==> config.mk <==
export PLATFORM = sky130hd
export DESIGN_NAME = shell_command_tokenizer
export DESIGN_NICKNAME = d
export VERILOG_FILES = /design/src/stc_pkg.sv /design/src/stc_front.sv /design/src/stc_queue.sv /design/src/stc_back.sv /design/src/shell_command_tokenizer.sv
export SDC_FILE = /design/constraint.sdc
export NUM_CORES = 1
export LEC_CHECK = 0
export ABC_AREA = 1
export BUFFER_PORTS_ARGS = -buffer_cell sky130_fd_sc_hd__clkbuf_2
export CORE_MARGIN = 2
export CORE_UTILIZATION = 40
export CTS_CLUSTER_DIAMETER = 200
export DETAILED_ROUTE_END_ITERATION = 6
export PLACE_DENSITY_LB_ADDON = 0.15
export SETUP_SLACK_MARGIN = 0.2
export SLEW_MARGIN = 10
export SYNTH_ARGS = -nofsm -noshare
export SYNTH_HDL_FRONTEND = slang
export SYNTH_SLANG_ARGS = --single-unit
==> constraint.sdc <==
create_clock -name clock -period 10.05 [get_ports clock]
set_input_delay 3.015 -clock clock [delete_from_list [all_inputs] [get_ports clock]]
set_output_delay 3.015 -clock clock [all_outputs]
set_load 0.02 [all_outputs]
==> src/stc_pkg.sv <==
// Shared types and constants for the shell command tokenizer.
// No dependencies.
package stc_pkg;

   localparam int MaxRecs = 3;
   localparam int QDepth  = 4;
   localparam int QAw     = $clog2(QDepth);

   localparam logic [7:0] ChNul    = 8'h00;
   localparam logic [7:0] ChPipe   = 8'h7c;
   localparam logic [7:0] ChAmp    = 8'h26;
   localparam logic [7:0] ChSemi   = 8'h3b;
   localparam logic [7:0] ChLParen = 8'h28;
   localparam logic [7:0] ChRParen = 8'h29;
   localparam logic [7:0] ChLt     = 8'h3c;
   localparam logic [7:0] ChGt     = 8'h3e;
   localparam logic [7:0] ChDquote = 8'h22;
   localparam logic [7:0] ChSquote = 8'h27;
   localparam logic [7:0] ChSpace  = 8'h20;
   localparam logic [7:0] ChTab    = 8'h09;
   localparam logic [7:0] ChCr     = 8'h0d;
   localparam logic [7:0] ChTilde  = 8'h7e;

   typedef enum logic [2:0] {
      KIND_TEXT     = 3'd0,
      KIND_END_WORD = 3'd1,
      KIND_END_OP   = 3'd2,
      KIND_EOF      = 3'd3,
      KIND_ERROR    = 3'd4
   } kind_type;

   typedef enum logic [2:0] {
      MODE_IDLE    = 3'd0,
      MODE_OPHELD  = 3'd1,
      MODE_QSTR    = 3'd2,
      MODE_WORD    = 3'd3,
      MODE_WORDQ   = 3'd4,
      MODE_DISCARD = 3'd5
   } mode_type;

   typedef struct packed {
      kind_type   kind;
      logic [7:0] text_byte;
   } rec_type;

   typedef struct packed {
      logic [1:0]                count;
      rec_type [MaxRecs-1:0]     rec;
   } plan_type;

endpackage

==> src/stc_front.sv <==
// Tokenizer front: accepts bytes, runs the lexer state, builds result plans.
// Depends on stc_pkg.
module stc_front (
   input  logic              clock,
   input  logic              reset,
   input  logic              req_valid,
   output logic              req_stall,
   input  logic [7:0]        req_ch,
   input  logic              q_full,
   output logic              q_push,
   output stc_pkg::plan_type q_plan
);
   import stc_pkg::*;

   mode_type   mode_ff, mode_in;
   logic       quote_single_ff, quote_single_in;
   logic [7:0] held_op_ff, held_op_in;

   logic       accept;

   logic       is_space, is_print, is_op, is_quote, is_dbl;
   logic [7:0] quote_ch;

   plan_type   st_plan;
   mode_type   st_mode;
   logic       st_quote_we, st_held_we;

   plan_type   plan;

   function automatic plan_type append(plan_type p, kind_type k, logic [7:0] b);
      plan_type r;
      r = p;
      if (p.count != 2'(MaxRecs)) begin
         r.rec[p.count].kind      = k;
         r.rec[p.count].text_byte = (k == KIND_TEXT) ? b : 8'h00;
         r.count                  = p.count + 2'd1;
      end
      return r;
   endfunction

   assign req_stall = q_full;
   assign accept    = req_valid && !q_full;

   assign is_space = (req_ch == ChSpace) || (req_ch >= ChTab && req_ch <= ChCr);
   assign is_print = (req_ch >= ChSpace) && (req_ch <= ChTilde);
   assign is_op    = (req_ch == ChPipe) || (req_ch == ChAmp) || (req_ch == ChSemi) ||
                     (req_ch == ChLParen) || (req_ch == ChRParen) ||
                     (req_ch == ChLt) || (req_ch == ChGt);
   assign is_dbl   = (req_ch == ChPipe) || (req_ch == ChAmp) || (req_ch == ChGt);
   assign is_quote = (req_ch == ChDquote) || (req_ch == ChSquote);
   assign quote_ch = quote_single_ff ? ChSquote : ChDquote;

   // start of a new token
   always_comb begin
      st_plan     = '0;
      st_mode     = MODE_IDLE;
      st_quote_we = 1'b0;
      st_held_we  = 1'b0;
      priority if (req_ch == ChNul) begin
         st_plan = append(st_plan, KIND_EOF, req_ch);
      end else if (is_space) begin
         st_mode = MODE_IDLE;
      end else if (is_op) begin
         st_plan = append(st_plan, KIND_TEXT, req_ch);
         if (is_dbl) begin
            st_held_we = 1'b1;
            st_mode    = MODE_OPHELD;
         end else begin
            st_plan = append(st_plan, KIND_END_OP, req_ch);
         end
      end else if (is_quote) begin
         st_quote_we = 1'b1;
         st_mode     = MODE_QSTR;
      end else if (is_print) begin
         st_plan = append(st_plan, KIND_TEXT, req_ch);
         st_mode = MODE_WORD;
      end else begin
         st_plan = append(st_plan, KIND_ERROR, req_ch);
         st_mode = MODE_DISCARD;
      end
   end

   always_comb begin
      plan            = '0;
      mode_in         = mode_ff;
      quote_single_in = quote_single_ff;
      held_op_in      = held_op_ff;
      unique case (mode_ff)
         MODE_OPHELD: begin
            if (req_ch == held_op_ff) begin
               plan    = append(plan, KIND_TEXT, req_ch);
               plan    = append(plan, KIND_END_OP, req_ch);
               mode_in = MODE_IDLE;
            end else begin
               plan = append(plan, KIND_END_OP, req_ch);
               plan = append(plan, st_plan.rec[0].kind, st_plan.rec[0].text_byte);
               if (st_plan.count == 2'd2) begin
                  plan = append(plan, st_plan.rec[1].kind, st_plan.rec[1].text_byte);
               end
               if (st_plan.count == 2'd0) begin
                  plan.count = 2'd1;
               end
               mode_in = st_mode;
               if (st_quote_we) quote_single_in = (req_ch == ChSquote);
               if (st_held_we)  held_op_in      = req_ch;
            end
         end
         MODE_QSTR: begin
            if (req_ch == ChNul) begin
               plan    = append(plan, KIND_ERROR, req_ch);
               mode_in = MODE_IDLE;
            end else if (req_ch == quote_ch) begin
               plan    = append(plan, KIND_END_WORD, req_ch);
               mode_in = MODE_IDLE;
            end else begin
               plan = append(plan, KIND_TEXT, req_ch);
            end
         end
         MODE_WORD: begin
            if (req_ch == ChNul || is_space || is_op) begin
               plan = append(plan, KIND_END_WORD, req_ch);
               plan = append(plan, st_plan.rec[0].kind, st_plan.rec[0].text_byte);
               if (st_plan.count == 2'd2) begin
                  plan = append(plan, st_plan.rec[1].kind, st_plan.rec[1].text_byte);
               end
               if (st_plan.count == 2'd0) begin
                  plan.count = 2'd1;
               end
               mode_in = st_mode;
               if (st_held_we) held_op_in = req_ch;
            end else begin
               if (is_quote) begin
                  quote_single_in = (req_ch == ChSquote);
                  mode_in         = MODE_WORDQ;
               end
               plan = append(plan, KIND_TEXT, req_ch);
            end
         end
         MODE_WORDQ: begin
            if (req_ch == ChNul) begin
               plan    = append(plan, KIND_ERROR, req_ch);
               mode_in = MODE_IDLE;
            end else begin
               if (req_ch == quote_ch) mode_in = MODE_WORD;
               plan = append(plan, KIND_TEXT, req_ch);
            end
         end
         MODE_DISCARD: begin
            if (req_ch == ChNul) mode_in = MODE_IDLE;
         end
         default: begin
            plan    = st_plan;
            mode_in = st_mode;
            if (st_quote_we) quote_single_in = (req_ch == ChSquote);
            if (st_held_we)  held_op_in      = req_ch;
         end
      endcase
   end

   assign q_push = accept && (plan.count != 2'd0);
   assign q_plan = plan;

   always_ff @(posedge clock) begin
      if (reset) begin
         mode_ff         <= MODE_IDLE;
         quote_single_ff <= 1'b0;
         held_op_ff      <= 8'h00;
      end else if (accept) begin
         mode_ff         <= mode_in;
         quote_single_ff <= quote_single_in;
         held_op_ff      <= held_op_in;
      end
   end

endmodule

==> src/stc_queue.sv <==
// Small FIFO of result plans between tokenizer front and back.
// Depends on stc_pkg.
module stc_queue (
   input  logic              clock,
   input  logic              reset,
   input  logic              push,
   input  stc_pkg::plan_type push_plan,
   output logic              full,
   input  logic              pop,
   output logic              not_empty,
   output stc_pkg::plan_type head
);
   import stc_pkg::*;

   plan_type         slot_ff [QDepth];
   logic [QAw-1:0]   wr_ptr_ff, wr_ptr_in;
   logic [QAw-1:0]   rd_ptr_ff, rd_ptr_in;
   logic [QAw:0]     count_ff, count_in;
   logic             do_push, do_pop;

   assign full      = (count_ff == (QAw+1)'(QDepth));
   assign not_empty = (count_ff != '0);
   assign head      = slot_ff[rd_ptr_ff];
   assign do_push   = push && !full;
   assign do_pop    = pop && not_empty;

   always_comb begin
      wr_ptr_in = do_push ? wr_ptr_ff + 1'b1 : wr_ptr_ff;
      rd_ptr_in = do_pop  ? rd_ptr_ff + 1'b1 : rd_ptr_ff;
      count_in  = count_ff;
      unique case ({do_push, do_pop})
         2'b10:   count_in = count_ff + 1'b1;
         2'b01:   count_in = count_ff - 1'b1;
         default: count_in = count_ff;
      endcase
   end

   always_ff @(posedge clock) begin
      if (reset) begin
         wr_ptr_ff <= '0;
         rd_ptr_ff <= '0;
         count_ff  <= '0;
      end else begin
         wr_ptr_ff <= wr_ptr_in;
         rd_ptr_ff <= rd_ptr_in;
         count_ff  <= count_in;
      end
   end

   always_ff @(posedge clock) begin
      if (do_push) slot_ff[wr_ptr_ff] <= push_plan;
   end

endmodule

==> src/stc_back.sv <==
// Tokenizer back: walks each queued plan and drives one result word per cycle while rsp_stall is low.
// Depends on stc_pkg.
module stc_back (
   input  logic              clock,
   input  logic              reset,
   input  logic              q_not_empty,
   input  stc_pkg::plan_type q_head,
   output logic              q_pop,
   output logic              rsp_valid,
   input  logic              rsp_stall,
   output logic [2:0]        rsp_kind,
   output logic [7:0]        rsp_text_byte,
   output logic              rsp_last
);
   import stc_pkg::*;

   logic       valid_ff, valid_in;
   logic [2:0] kind_ff;
   logic [7:0] byte_ff;
   logic       last_ff;
   logic [1:0] idx_ff, idx_in;
   logic       load, is_last;
   rec_type    cur;

   assign load    = q_not_empty && (!valid_ff || !rsp_stall);
   assign cur     = q_head.rec[idx_ff];
   assign is_last = (idx_ff == q_head.count - 2'd1);
   assign q_pop   = load && is_last;

   always_comb begin
      idx_in   = idx_ff;
      valid_in = valid_ff;
      if (load) begin
         idx_in   = is_last ? 2'd0 : idx_ff + 2'd1;
         valid_in = 1'b1;
      end else if (!rsp_stall) begin
         valid_in = 1'b0;
      end
   end

   always_ff @(posedge clock) begin
      if (reset) begin
         valid_ff <= 1'b0;
         idx_ff   <= 2'd0;
      end else begin
         valid_ff <= valid_in;
         idx_ff   <= idx_in;
      end
   end

   always_ff @(posedge clock) begin
      if (load) begin
         kind_ff <= cur.kind;
         byte_ff <= cur.text_byte;
         last_ff <= is_last;
      end
   end

   assign rsp_valid     = valid_ff;
   assign rsp_kind      = kind_ff;
   assign rsp_text_byte = byte_ff;
   assign rsp_last      = last_ff;

endmodule

==> src/shell_command_tokenizer.sv <==
// Shell command tokenizer top level: front, plan queue and back.
// Depends on stc_pkg, stc_front, stc_queue, stc_back.
//
//   channel  dir  handshake             payload
//   req      in   req_valid/req_stall   req_ch[7:0]
//   rsp      out  rsp_valid/rsp_stall   rsp_kind[2:0], rsp_text_byte[7:0], rsp_last
//
// A byte is taken every cycle while the four-entry plan queue has room.
// Each byte yields zero to three result words; the back drives one word
// per cycle while rsp_stall is low. A byte's first result word is held in
// the plan queue, then in the output register. Reset is synchronous and
// empties the queue; rsp_stall holds the output register and backs up the queue.
module shell_command_tokenizer (
   input  logic       clock,
   input  logic       reset,
   input  logic       req_valid,
   output logic       req_stall,
   input  logic [7:0] req_ch,
   output logic       rsp_valid,
   input  logic       rsp_stall,
   output logic [2:0] rsp_kind,
   output logic [7:0] rsp_text_byte,
   output logic       rsp_last
);
   import stc_pkg::*;

   logic     q_push, q_full, q_pop, q_not_empty;
   plan_type q_plan, q_head;

   stc_front u_front (
      .clock     (clock),
      .reset     (reset),
      .req_valid (req_valid),
      .req_stall (req_stall),
      .req_ch    (req_ch),
      .q_full    (q_full),
      .q_push    (q_push),
      .q_plan    (q_plan)
   );

   stc_queue u_queue (
      .clock     (clock),
      .reset     (reset),
      .push      (q_push),
      .push_plan (q_plan),
      .full      (q_full),
      .pop       (q_pop),
      .not_empty (q_not_empty),
      .head      (q_head)
   );

   stc_back u_back (
      .clock         (clock),
      .reset         (reset),
      .q_not_empty   (q_not_empty),
      .q_head        (q_head),
      .q_pop         (q_pop),
      .rsp_valid     (rsp_valid),
      .rsp_stall     (rsp_stall),
      .rsp_kind      (rsp_kind),
      .rsp_text_byte (rsp_text_byte),
      .rsp_last      (rsp_last)
   );

endmodule
==> run metrics <==
number of synthesized flops with an enable pin 112; Synth area leader edfxtp_1; Clock Skews 5.11 ps; reg2reg path depth 16; Arr. time, crit path 5530 ps; Die Area 16,500 sq um; Reg-to-Reg End u_queue.count_ff[2]; most used cell, CP nand2_1; Initial Util 0.409; GP Congestion 0.913; CP Cell Sequence clkbuf_2 -> inv_2 -> nand2_1 -> nand2_1 -> nand2_1 -> nor2_1 -> nand2_1 -> nand2_1 -> nand2_1 -> nand2_1 -> nand2_1 -> nor2_2 -> nand2_2 -> nand2_2 -> ha_1 -> inv_1 -> fa_1 -> a21oi_1 -> o21ai_0 -> o21ai_0 -> a21oi_1; delay-heaviest family, CP simple AND/OR/NAND/NOR gates; Synth cell types 42; Total Power Consumption 0.00218 W; Reg area 3840 sq um; Detailed Route WL approximately 14,000 microns; Crit path largest cell delay ~380 ps; unrepaired setup endpoints after global routing false; Inst Count DP between 800 and 900; Yosys top cell area share 0.543; root buffer cell clkbuf_16; fill count between 1,000 and 1,500; Worst Path Buf+Inv 3; post-synthesis cell count 629; first-pass GRT wire length roughly 22,000 microns; via/cell ratio 5.06; CTS tree done; final setup TNS 0 ps; Async SR Flop Fraction 0; clock sinks 136; Clock Tree Buf Depth 2; H-Tree Depth 4; Final WS setup 4820 ps; CP max stage cell fa_1; final period utilization 0.521; max cap viols 0; Crit path required time 10,350 ps; P&R area growth vs syn 13.7%; top achievable clock speed 191 MHz; row count 45; Port-buffer cells 25; CP Capture Type flop; most common cell in the netlist nor2_1; multi-input logic area 2030 sq um; Min-Delay Path Class flop to flop; post-synthesis sequential area ratio 0.620; actual slew at the worst max-slew pin 911 ps; Synth Flop Type edfxtp_1; #FFs+latches synth ~140; Finished Layout Cells about 860; die width between 100 and 150 microns; Critical Path Start Type primary input; Worst slew margin 0.392; # IOs 26; worst hold start u_front.held_op_ff[7]; drt first pass iters 5; final slew viol count 0; WL/cell 15.9 microns; initial antenna violation count 0; die span in y 128 microns; setup violators final 0; Antenna Cells 0; share of layout cells above drive strength 1 0.138; synth warn 0; Post-Syn Area a little over 6000 sq um; critical path class primary input to flop; Synth area leaders edfxtp_1 54%, dfxtp_1 7.8%, nor2_1 7.1%; status completed; vias in the first global route 4,155; crit path time final between 5000 and 6000 ps; WHS Path Cells 2; worst skew pair latency 420 ps; synth cell count leaders 118 x nor2_1, 112 x edfxtp_1, 87 x nand2_1, 78 x o21ai_0, 58 x inv_1; Core ar. 15,100 sq um; final core occ 0.466; Pwr Density 310 nW/um^2; crit path max fanout 6; R2R setup slack 6710 ps; total track usage 0.178; post-DP HPWL 8680 microns; largest net degree at the start of global routing 52; Vias ~4,400; pre-CTS WS 4430 ps; number of hold buffers added after CTS 0; worst hold endpoint u_front.held_op_ff[7]; Layout Nets just under 700; CTS resizes 0; Hold Vio Cnt, Final 0; Remaining DRCs 0; final global-route overflow total 0; Static Leak 2.75 nW; CTS Buf Count 17; Starting DRT DRC Count approximately 390; Post-CTS Setup Inserts 0; Mean Syn Cell Area slightly below 10 sq um; Peak supply drop ~140 uV; Final ANT Viol Nets 0; Clock transition at path regs about 50 ps
cells by family after synthesis:
| logic type | synth area share |
|---|---|
| AO/OA/AOI/OAI | 0.117 |
| XOR/XNOR | 0.00565 |
| adder cells (fa/ha/maj) | 0.0133 |
| buffers and inverters | 0.0551 |
| flip-flops | 0.620 |
| other | 0.000605 |
| AND/OR/NAND/NOR | 0.189 |
routing by layer:
layer,part of all wire,up-vias,GRT usage,wire length [microns]
met5,0,-,0,0
li1,-,2204,-,-
met2,0.46,85,0.279,6360
met1,0.48,2057,0.241,6660
met3,0.040,13,0.0507,548
met4,0.012,0,0.0562,169
worst max path at each step:
| stage | startpoint | endpoint | slack, ps | depth (start not counted) |
|---|---|---|---|---|
| 6_report | req_ch[6] | u_queue.count_ff[2] | 4820 | 21 |
| 5_1_grt | req_ch[2] | u_queue.count_ff[2] | 4520 | 19 |
| 4_1_cts | req_ch[6] | u_queue.count_ff[2] | 4860 | 21 |
| 3_5_place_dp | req_ch[1] | u_queue.count_ff[2] | 4430 | 21 |
| 3_3_place_gp | req_ch[1] | u_queue.count_ff[2] | 4450 | 17 |
| 2_1_floorplan | req_ch[1] | u_queue.slot_ff[0][0] | 4460 | 12 |
placed cells by master, fill, tap and decap left out, types with 4 or more instances in the layout:
cell | netlist | layout
buf_4 | 0 | 7
clkbuf_2 | 1 | 25
clkbuf_16 | 0 | 17
conb_1 | 1 | 4
nor2_1 | 118 | 114
dfxtp_1 | 24 | 24
inv_1 | 58 | 58
clkbuf_1 | 16 | 8
a31oi_1 | 11 | 11
ha_1 | 5 | 5
nand2_2 | 14 | 14
nand2_1 | 87 | 87
edfxtp_1 | 112 | 112
o21ai_0 | 78 | 78
o22ai_1 | 14 | 14
nand3_1 | 24 | 24
nor2_2 | 5 | 9
a21oi_1 | 18 | 18
worst min-delay path: stages, from the launching register on:
cell     delay [ps]
dfxtp_1         320
nand2_1          60
nor2_1           30
final cells by class:
cell class | count | area share
clock inverters | 6 | 0.00781
repair buffers | 32 | 0.0252
inverters | 62 | 0.0334
multi-input cells | 411 | 0.289
well taps | 188 | 0.0334
clock buffers | 26 | 0.0665
flip-flops and latches | 136 | 0.545
stage by stage:
step	cell area [sq um]	hold slack, ps
after global placement	6530	451
after global routing	7050	482
after detailed placement	6530	454
after CTS	7050	463
after floorplan	6210	432
final	7050	457
where the power goes:
part | switching, W | internal, W
combinational | 0.000548 | 0.000201
sequential | 0.0000411 | 0.000835
clock | 0.000216 | 0.000344
total | 0.000804 | 0.00138
sequential cells by signal (all words and copies together), names as in the netlist, 2 cells and up, named ones only:
register	cells
u_queue.count_ff	3
u_front.held_op_ff	8
u_back.rsp_kind	3
u_queue.rd_ptr_ff	2
u_front.mode_ff	3
u_queue.wr_ptr_ff	2
u_back.rsp_text_byte	8
u_queue.slot_ff	100
u_back.idx_ff	2
Note: power is estimated with default switching activity, not from simulation.
